### src/hw/rtl/spd_pkg.sv
// shared types, codes and constants for the sensor packet deframer
// no dependencies; imported by spd_parser and sensor_packet_deframer_top

package spd_pkg;

  localparam int unsigned MAX_LENGTH = 256;

  localparam logic [7:0] HDR0 = 8'hEF;
  localparam logic [7:0] HDR1 = 8'h01;

  localparam logic [2:0] KIND_CODE = 3'd0;
  localparam logic [2:0] KIND_DATA = 3'd1;
  localparam logic [2:0] KIND_GOOD = 3'd2;
  localparam logic [2:0] KIND_CSUM = 3'd3;
  localparam logic [2:0] KIND_FMT  = 3'd4;

  typedef enum logic [3:0] {
    PH_HUNT = 4'd0,
    PH_HDR2 = 4'd1,
    PH_ADDR = 4'd2,
    PH_FLAG = 4'd3,
    PH_LENH = 4'd4,
    PH_LENL = 4'd5,
    PH_CODE = 4'd6,
    PH_DATA = 4'd7,
    PH_SUMH = 4'd8,
    PH_SUML = 4'd9
  } phase_t;

  typedef struct packed {
    phase_t      phase;
    logic [1:0]  address_count;
    logic [15:0] bytes_left;
    logic [15:0] running_sum;
    logic [7:0]  sum_high;
    logic [7:0]  flag_seen;
    logic        address_ok;
  } parse_state_t;

  typedef struct packed {
    logic       emit;
    logic [2:0] kind;
    logic [7:0] value;
    logic [7:0] flag;
    logic       last;
  } parse_result_t;

endpackage

### src/hw/rtl/spd_parser.sv
// per-byte framing logic: next parser state and the result of one beat
// depends on spd_pkg

module spd_parser (
  input  spd_pkg::parse_state_t  st,
  input  logic [7:0]             rx_byte,
  input  logic [31:0]            device_address,
  output spd_pkg::parse_state_t  st_next,
  output spd_pkg::parse_result_t res
);
  import spd_pkg::*;

  localparam logic [15:0] LEN_MIN = 16'd3;
  localparam logic [15:0] LEN_MAX = 16'(MAX_LENGTH);

  logic [7:0]  want;
  logic [15:0] len;
  logic [15:0] left_dec;
  logic        addr_ok_now;

  always_comb begin
    case (st.address_count)
      2'd0:    want = device_address[31:24];
      2'd1:    want = device_address[23:16];
      2'd2:    want = device_address[15:8];
      default: want = device_address[7:0];
    endcase
  end

  assign len         = {st.sum_high, rx_byte};
  assign left_dec    = (st.bytes_left != 16'd0) ? st.bytes_left - 16'd1 : 16'd0;
  assign addr_ok_now = st.address_ok && (rx_byte == want);

  always_comb begin
    st_next   = st;
    res.emit  = 1'b0;
    res.kind  = KIND_CODE;
    res.value = 8'd0;
    res.last  = 1'b0;
    case (st.phase)
      PH_HDR2: begin
        if (rx_byte == HDR1) begin
          st_next.phase         = PH_ADDR;
          st_next.address_count = 2'd0;
          st_next.address_ok    = 1'b1;
        end else begin
          if (rx_byte == HDR0) begin
            st_next.phase         = PH_HDR2;
            st_next.address_count = 2'd0;
            st_next.bytes_left    = 16'd0;
            st_next.running_sum   = 16'd0;
            st_next.sum_high      = 8'd0;
            st_next.flag_seen     = 8'd0;
            st_next.address_ok    = 1'b1;
          end else begin
            st_next.phase = PH_HUNT;
          end
          res.emit = 1'b1;
          res.kind = KIND_FMT;
          res.last = 1'b1;
        end
      end
      PH_ADDR: begin
        st_next.address_ok    = addr_ok_now;
        st_next.address_count = st.address_count + 2'd1;
        if (st.address_count == 2'd3) begin
          if (!addr_ok_now) begin
            st_next.phase = PH_HUNT;
            res.emit      = 1'b1;
            res.kind      = KIND_FMT;
            res.last      = 1'b1;
          end else begin
            st_next.phase = PH_FLAG;
          end
        end
      end
      PH_FLAG: begin
        st_next.flag_seen   = rx_byte;
        st_next.running_sum = {8'd0, rx_byte};
        st_next.phase       = PH_LENH;
      end
      PH_LENH: begin
        st_next.running_sum = st.running_sum + {8'd0, rx_byte};
        st_next.sum_high    = rx_byte;
        st_next.phase       = PH_LENL;
      end
      PH_LENL: begin
        st_next.running_sum = st.running_sum + {8'd0, rx_byte};
        if (len < LEN_MIN || len > LEN_MAX) begin
          st_next.phase = PH_HUNT;
          res.emit      = 1'b1;
          res.kind      = KIND_FMT;
          res.last      = 1'b1;
        end else begin
          st_next.bytes_left = len - 16'd2;
          st_next.phase      = PH_CODE;
        end
      end
      PH_CODE, PH_DATA: begin
        st_next.running_sum = st.running_sum + {8'd0, rx_byte};
        st_next.bytes_left  = left_dec;
        st_next.phase       = (left_dec == 16'd0) ? PH_SUMH : PH_DATA;
        res.emit            = 1'b1;
        res.kind            = (st.phase == PH_CODE) ? KIND_CODE : KIND_DATA;
        res.value           = rx_byte;
      end
      PH_SUMH: begin
        st_next.sum_high = rx_byte;
        st_next.phase    = PH_SUML;
      end
      PH_SUML: begin
        st_next.phase = PH_HUNT;
        res.emit      = 1'b1;
        res.kind      = ({st.sum_high, rx_byte} == st.running_sum) ? KIND_GOOD : KIND_CSUM;
        res.last      = 1'b1;
      end
      default: begin
        if (rx_byte == HDR0) begin
          st_next.phase         = PH_HDR2;
          st_next.address_count = 2'd0;
          st_next.bytes_left    = 16'd0;
          st_next.running_sum   = 16'd0;
          st_next.sum_high      = 8'd0;
          st_next.flag_seen     = 8'd0;
          st_next.address_ok    = 1'b1;
        end else begin
          st_next.phase = PH_HUNT;
        end
      end
    endcase
    res.flag = st_next.flag_seen;
  end

endmodule

### src/hw/rtl/sensor_packet_deframer_top.sv
// sensor packet deframer top level: input register, parser state, result register
// depends on spd_pkg and spd_parser

// Takes one sensor-link byte per cycle when the result side keeps up: a byte
// is captured in the input register, parsed in the following cycle against
// the held framing state, and any result lands in the result register when
// the held byte advances. Bytes that give no result (header, address, flag,
// length, checksum-high) never wait on the result side. rx_stall rises only
// while a held byte has a result to hand over and the result register is full
// and stalled. device_address is written over its own valid/ready port, always
// ready, and should change only between packets.

module sensor_packet_deframer_top (
  input  logic        clk,
  input  logic        rst,
  input  logic        rx_valid,
  output logic        rx_stall,
  input  logic [7:0]  rx_byte,
  input  logic        cfg_valid,
  output logic        cfg_ready,
  input  logic [31:0] device_address,
  output logic        res_valid,
  input  logic        res_stall,
  output logic [2:0]  result_kind,
  output logic [7:0]  result_value,
  output logic [7:0]  packet_flag,
  output logic        last
);
  import spd_pkg::*;

  logic          rx_full;
  logic [7:0]    rx_held;
  logic [31:0]   address;
  parse_state_t  st;
  parse_state_t  st_next;
  parse_result_t pres;
  logic          res_free;
  logic          advance;

  assign cfg_ready = 1'b1;
  assign res_free  = !res_valid || !res_stall;
  assign advance   = rx_full && (res_free || !pres.emit);
  assign rx_stall  = rx_full && !advance;

  spd_parser u_parser (
    .st             (st),
    .rx_byte        (rx_held),
    .device_address (address),
    .st_next        (st_next),
    .res            (pres)
  );

  always_ff @(posedge clk) begin
    if (rst) begin
      address <= 32'hFFFF_FFFF;
    end else if (cfg_valid && cfg_ready) begin
      address <= device_address;
    end
  end

  // input beat register
  always_ff @(posedge clk) begin
    if (rst) begin
      rx_full <= 1'b0;
    end else if (rx_valid && !rx_stall) begin
      rx_full <= 1'b1;
    end else if (advance) begin
      rx_full <= 1'b0;
    end
  end

  always_ff @(posedge clk) begin
    if (rx_valid && !rx_stall) begin
      rx_held <= rx_byte;
    end
  end

  always_ff @(posedge clk) begin
    if (rst) begin
      st.phase         <= PH_HUNT;
      st.address_count <= 2'd0;
      st.bytes_left    <= 16'd0;
      st.running_sum   <= 16'd0;
      st.sum_high      <= 8'd0;
      st.flag_seen     <= 8'd0;
      st.address_ok    <= 1'b1;
    end else if (advance) begin
      st <= st_next;
    end
  end

  // result register
  always_ff @(posedge clk) begin
    if (rst) begin
      res_valid <= 1'b0;
    end else if (advance && pres.emit) begin
      res_valid <= 1'b1;
    end else if (!res_stall) begin
      res_valid <= 1'b0;
    end
  end

  always_ff @(posedge clk) begin
    if (advance && pres.emit) begin
      result_kind  <= pres.kind;
      result_value <= pres.value;
      packet_flag  <= pres.flag;
      last         <= pres.last;
    end
  end

  assert property (@(posedge clk) disable iff (rst)
    res_valid |-> (last == (result_kind == KIND_GOOD || result_kind == KIND_CSUM ||
                            result_kind == KIND_FMT)))
    else $error("last does not match result kind");

  assert property (@(posedge clk) disable iff (rst)
    res_valid && (result_kind == KIND_GOOD || result_kind == KIND_CSUM ||
                  result_kind == KIND_FMT) |-> result_value == 8'd0)
    else $error("status beat carries a nonzero value");

  assert property (@(posedge clk) disable iff (rst)
    rx_stall |-> rx_full && res_valid && res_stall)
    else $error("input stalled without a blocked result");

  assert property (@(posedge clk)
    $past(rst) |-> st.phase == PH_HUNT && !res_valid && !rx_full)
    else $error("parser not idle after reset");

endmodule
### config.mk
export PLATFORM = sky130hd
export DESIGN_NAME = sensor_packet_deframer_top
export DESIGN_NICKNAME = d
export VERILOG_FILES = /design/src/hw/rtl/spd_pkg.sv /design/src/hw/rtl/spd_parser.sv /design/src/hw/rtl/sensor_packet_deframer_top.sv
export SDC_FILE = /design/constraint.sdc
export NUM_CORES = 1
export LEC_CHECK = 0
export BUFFER_PORTS_ARGS = -buffer_cell sky130_fd_sc_hd__buf_4
export CORE_MARGIN = 4
export CORE_UTILIZATION = 35
export CTS_CLUSTER_SIZE = 20
export DETAILED_ROUTE_END_ITERATION = 10
export SLEW_MARGIN = 20
export SYNTH_ARGS = -nofsm -noshare
export SYNTH_HDL_FRONTEND = slang
export SYNTH_SLANG_ARGS = --single-unit
### constraint.sdc
create_clock -name clk -period 3.62 [get_ports clk]
set_clock_uncertainty 0.1 [all_clocks]
set_input_delay 0.362 -clock clk [delete_from_list [all_inputs] [get_ports clk]]
set_output_delay 0.362 -clock clk [all_outputs]
set_load 0.005 [all_outputs]
==> Word-level counts from Yosys, hierarchy flattened <==
Index checks and enable logic that the tools add are counted.
{ "op_classes": {"addsub": 4, "multipliers": 0, "n_div": 0, "n_lt_le_gt_ge": 2, "eq_ne": 20, "shift": 0, "n_mux": 35, "n_bitwise": 4, "reduce_logical": 30} }
{ "op_table": {"columns": ["op", "count"], "rows": [
  ["16-bit case mux with 4 select lines", 2],
  ["8-bit case mux with 3 select lines", 3],
  ["51-bit 2-to-1 mux", 1],
  ["48-bit 2-to-1 mux", 1],
  ["16-bit 2-to-1 mux", 2],
  ["4-bit case mux with 8 select lines", 1],
  ["4-bit 2-to-1 mux", 6],
  ["4-bit case mux with 5 select lines", 1],
  ["16-bit by 8-bit adder with 16-bit output", 1],
  ["16-bit == test", 1],
  ["4-bit by 3-bit == test with 1-bit output (second input constant)", 4],
  ["16-bit by 9-bit > comparator with 1-bit output (second input constant)", 1],
  ["16-bit logical NOT", 1],
  ["16-bit by 2-bit < comparator with 1-bit output (second input constant)", 1],
  ["16-bit nonzero test", 1],
  ["16-bit by 1-bit subtractor with 16-bit output (second input constant)", 1],
  ["16-bit by 2-bit subtractor with 16-bit output (second input constant)", 1],
  ["7-bit OR reduction", 2],
  ["1-bit 2-to-1 mux", 12],
  ["4-bit by 2-bit == test with 1-bit output (second input constant)", 2],
  ["4-bit == test (second input constant)", 2],
  ["8-bit by 1-bit == test with 1-bit output (second input constant)", 1],
  ["8-bit == test", 1],
  ["8-bit == test (second input constant)", 1],
  ["other kinds (26)", 45]
]} }
{ "word_totals": {"reg_bits": 117, "latchBits": 0, "ram_bits": 0, "rom_bits": 0, "inputBits": 45, "wordCells": 110, "mem_count": 0} }

==> Logic depth before layout (Yosys ltp) <==
{ "logic_depth": {"ltp_word": 15, "ltp_mapped": 13, "depth_no_buf": 10} }

==> Hierarchy <==
Synthesis repeated with hierarchy kept, for this count alone.
{ "unflattened": {"cells_unflattened": 806, "hier_area_um2": 7443.4} }
{ "modules_own_cells": {"columns": ["module", "instances", "cells_each", "area_each_um2"], "rows": [
  ["sensor_packet_deframer_top", 1, 387, 4639.4],
  ["spd_parser", 1, 419, 2803.9]
]} }

==> Worst setup path before layout <==
No wires, ideal clock.
{ "synth_timing": {"kind": "register to register", "start": "register st[49] (netlist name)", "end": "register last (enable)", "arrival_ns": 2.815, "required_ns": 3.145, "setup_slack_ns": 0.331, "path_stages_with_launch": 13, "path_buffers": 2, "cell_sequence": "dfxtp_1 > inv_1 > ha_1 > clkbuf_1 > a222oi_1 > mux2i_1 > xor2_1 > nor4_1 > and3_1 > a31o_2 > buf_2 > o21ai_0 > inv_1"} }
{ "synth_via": {"elab_chain_len": 11} }
{ "synth_lines": {"columns": ["element", "line_no", "text"], "rows": [
  ["2-bit == test (tied with other cells)", "spd_parser.sv:22", "case (st.address_count)"],
  ["8-bit case mux with 3 select lines", "spd_parser.sv:22", null],
  ["8-bit == test", "spd_parser.sv:32", "assign addr_ok_now = st.address_ok && (rx_byte == want);"],
  ["1-bit logical AND", "spd_parser.sv:32", null],
  ["4-bit 2-to-1 mux", "spd_parser.sv:67", "if (!addr_ok_now) begin"],
  ["4-bit 2-to-1 mux *", "spd_parser.sv:66", "if (st.address_count == 2'd3) begin"],
  ["4-bit case mux with 5 select lines *", "spd_parser.sv:40", "case (st.phase)"],
  ["1-bit logical NOT", "sensor_packet_deframer_top.sv:42", "assign advance = rx_full && (res_free || !pres.emit);"],
  ["1-bit logical OR", "sensor_packet_deframer_top.sv:42", null],
  ["1-bit logical AND", "sensor_packet_deframer_top.sv:42", null],
  ["1-bit logical AND *", "sensor_packet_deframer_top.sv:104", "if (advance && pres.emit) begin"],
  ["end signal: assignment", "sensor_packet_deframer_top.sv:108", "last <= pres.last;"],
  ["end: declaration", "sensor_packet_deframer_top.sv:27", "output logic last"]
]} }
Mark *: on every way between the ends. The rest lies on a longest branch, timed or not.
A chain may end at the register's enable or synchronous reset.

==> Final worst setup path <==
{ "layout_timing": {"start": "register st[49] (netlist name)", "end": "output rx_stall"} }
{ "layout_via": {"elab_chain_len": 12} }
{ "layout_lines": {"columns": ["element", "line_no", "text"], "rows": [
  ["2-bit == test (tied with other cells)", "spd_parser.sv:22", null],
  ["8-bit case mux with 3 select lines", "spd_parser.sv:22", null],
  ["8-bit == test", "spd_parser.sv:32", null],
  ["1-bit logical AND", "spd_parser.sv:32", null],
  ["4-bit 2-to-1 mux", "spd_parser.sv:67", null],
  ["4-bit 2-to-1 mux *", "spd_parser.sv:66", null],
  ["4-bit case mux with 5 select lines *", "spd_parser.sv:40", null],
  ["1-bit logical NOT *", "sensor_packet_deframer_top.sv:42", null],
  ["1-bit logical OR *", "sensor_packet_deframer_top.sv:42", null],
  ["1-bit logical AND *", "sensor_packet_deframer_top.sv:42", null],
  ["1-bit logical NOT *", "sensor_packet_deframer_top.sv:43", "assign rx_stall = rx_full && !advance;"],
  ["1-bit logical AND *", "sensor_packet_deframer_top.sv:43", null],
  ["end: declaration", "sensor_packet_deframer_top.sv:17", "output logic rx_stall,"]
]} }
Marked as above.

==> metrics.csv <==
stage,metric,value,unit
setup_path,crit_chain,inv_2 > ha_4 > a222oi_1 > mux2i_1 > xor2_1 > nor4_2 > nand3_1 > a311o_1 > o2111ai_2 > inv_1 > buf_4,
logic_synthesis,ys_ff_latch,117,
floorplan,design.core.area,18020,um^2
run,drv_cap,0,
final_layout,areaGrowthSynthToFinish,22.77,%
logic_synthesis,syn_nets,773,
route,drt-pass1-iter-count,7,
setup_path,critPathTopFamily,compound AO/OA/AOI/OAI gates,
route,vias,5654,
clocking,numCtsBuffers,17,
logic_synthesis,ys_async_sr_fraction,0,
hold_path,hp-class,primary input to flop,
pwr,leakagePower,3.200,nW
place,gp_congestion,0.9060,
setup_path,critPathKind,flop to output pin,
timing,setup_violations,0,
route,wl,18260,um
logic_synthesis,synth-simple-area-share,0.1822,
place,place_ws,0.03077,ns
final_layout,layout_commonest_cell,buf_4,
grt,antenna_found_initial,0,
clocking,cts_root_buf,clkbuf_16,
timing,hold_viol,0,
grt,grt_pass1_wl,28860,um
status,status,"complete, no violations",
floorplan,die_h,143.8,um
grt,grt_pass1_vias,5367,
setup_path,crit_slowest_cell,a222oi_1,
final_layout,final_cell_mix,"buf_4, dfxtp_1, nand2_1, nor2_1, inv_1",
final_layout,utilization,0.4397,
grt,track_usage,0.1786,
setup_path,path_max_fanout,8,
logic_synthesis,ys_types,76,
floorplan,die_x,143.8,um
logic_synthesis,synth_top_family_by_area,compound AO/OA/AOI/OAI gates,
floorplan,die-area,20680,um^2
pwr,power_density,471.5,nW/um^2
clocking,clockBufferDepth,2,
setup_path,max_stage_delay,0.36,ns
route,route.detailed.wl_per_inst,17.92,um
setup_path,crit_required,3.16,ns
setup_path,arrival,2.97,ns
logic_synthesis,synthesis.area,6456,um^2
final_layout,drive_gt1_frac,0.2063,
logic_synthesis,synth_compound_area_frac,0.2110,
grt,grt-ovfl-total,0,
timing,maxSlewViolCount,0,
pwr,irDropWorstVdd,0.4050,mV
clocking,h-tree-depth,4,
clocking,clk_pin_slew_worst_paths,0.06,ns
floorplan,fp-row-count,49,
place,hpwl,12900,um
route,drc_errors,0,
route,ant_nets,0,
logic_synthesis,ys_seq_area_frac,0.4062,
grt,grt_max_degree,41,
place,io_buffers,66,
clocking,cts_hold_buf,0,
setup_path,cp-end-kind,output pin,
logic_synthesis,synthAdderAreaFrac,0.03023,
timing,period_minus_slack,3.435,ns
route,first_iter_violations,470,
clocking,tritoncts,yes,
logic_synthesis,muxShareOfSynthArea,0.05446,
logic_synthesis,netlist_instances,713,
timing,slew-limit-headroom,0.4717,
clocking,clk_latency,0.42,ns
logic_synthesis,yosys_warnings,0,
final_layout,layout.cells.non_filler,1019,
timing,setup_ws,0.1854,ns
timing,fmax,291.2,MHz
logic_synthesis,syn_area_per_cell,9.055,um^2
floorplan,io_pins,68,
final_layout,fin_nets,837,
floorplan,initial_core_util,0.3582,
timing,tightestPinTransition,0.7916,ns
logic_synthesis,synthXorXnorAreaFrac,0.05562,
clocking,cts.sinks,117,
logic_synthesis,synth_edf_count,28,
logic_synthesis,synth_ff_type,dfxtp_1,
timing,finalCritPeriodShare,0.9488,
setup_path,start_kind,flop,
place,dpl.cell_count,985,
setup_path,critPathBufInv,3,
final_layout,antennaDiodeCount,0,
route,viasPerCell,5.549,
==> area by class of cell <==
class | count | area, um^2
clock buffers | 20 | 467.9
clock inverters | 12 | 138.9
fillers | 1768 | 10100
inverters | 39 | 146.4
multi-input cells | 502 | 3508
flip-flops and latches | 117 | 2628
well taps | 229 | 286.5
repair buffers | 100 | 750.7
==> state kept, by name (all words and copies together), names as in the netlist <==
name	cells
result_value	8
st	55
rx_full	1
rx_held	8
address	32
packet_flag	8
result_kind	3
last	1
res_valid	1
==> Yosys cell counts (all sizes together), types with 3 or more instances <==
cell / count / area share
o22ai: 11 / 0.011
edfxtp: 28 / 0.13
inv: 39 / 0.023
xor2: 18 / 0.024
nor2: 57 / 0.033
a21o: 6 / 0.0070
o32ai: 11 / 0.015
or2: 3 / 0.0029
a22o: 32 / 0.044
nor3: 34 / 0.031
o31ai: 5 / 0.0058
and2: 3 / 0.0029
nor3b: 3 / 0.0035
nor2b: 3 / 0.0029
a211oi: 4 / 0.0054
a41oi: 5 / 0.0068
clkbuf: 34 / 0.020
and3: 11 / 0.011
nor4: 19 / 0.019
ha: 14 / 0.027
o211ai: 9 / 0.011
nand3: 12 / 0.0093
a21oi: 19 / 0.015
or3: 4 / 0.0039
mux2i: 34 / 0.053
o21bai: 3 / 0.0035
a221oi: 3 / 0.0041
buf: 21 / 0.017
nand2: 62 / 0.037
xnor2: 23 / 0.031
or4: 3 / 0.0041
nand4: 7 / 0.0068
o21ai: 26 / 0.021
a31oi: 6 / 0.0081
a22oi: 9 / 0.010
nand2b: 5 / 0.0048
o41ai: 4 / 0.0083
a222oi: 8 / 0.012
dfxtp: 89 / 0.28
==> repair_timing <==
item                       in CTS  in global routing
pin swaps                       2                  6
setup endpoints to repair       9                 42
resized for setup               4                 11
setup buffers                   1                  1
==> per-layer routing <==
layer / vias up / share of wire / track usage
li1: 2781 / - / -
met1: 2666 / 0.46 / 0.2357
met2: 178 / 0.45 / 0.2717
met3: 29 / 0.066 / 0.05990
met4: 0 / 0.024 / 0.06690
met5: - / 0 / 0
==> metrics by stage <==
| stage | area (um^2) | TNS, ns | hold WS [ns] | power [mW] |
|---|---|---|---|---|
| global route | 7926 | -0.009375 | 0.001823 | 3.887 |
| finish | 7926 | 0 | 0.02072 | 3.737 |
| CTS | 7871 | 0 | 0.003388 | 3.754 |
| floorplan | 6456 | 0 | 0.3404 | 1.834 |
| global placement | 7239 | 0 | 0.3594 | 2.022 |
| detailed placement | 7239 | 0 | 0.3634 | 2.024 |
==> where the power goes <==
group	switching (mW)	internal (mW)	total (mW)
logic	0.319	0.229	0.548
clock network	0.643	1.08	1.73
registers	0.0524	1.41	1.46
total	1.01	2.72	3.74
==> logic make-up (layout without fill, tap and decap cells) <==
| logic type | Yosys count | after routing |
|---|---|---|
| buffers and inverters | 94 | 171 |
| xor gates and xnor gates | 41 | 41 |
| muxes | 35 | 35 |
| DFF | 117 | 117 |
| and+or+nand+nor | 233 | 233 |
| adders and majority gates | 15 | 15 |
| other | 1 | 1 |
| AOI/OAI and AO/OA | 177 | 177 |
==> path summary, 6_finish.rpt <==
kind	depth (start not counted)	slack [ns]	from	end
setup / recovery	11	0.19	st[49]$_SDFFE_PP0P_	rx_stall
hold / removal	1	0.02	rx_byte[0]	rx_held[0]$_DFFE_PP_
setup reg to reg	10	0.26	st[49]$_SDFFE_PP0P_	result_value[7]$_SDFFCE_PN0P_
hold reg to reg	2	0.38	st[19]$_SDFFE_PP0P_	st[19]$_SDFFE_PP0P_
Power figures use the tool's default switching activity.
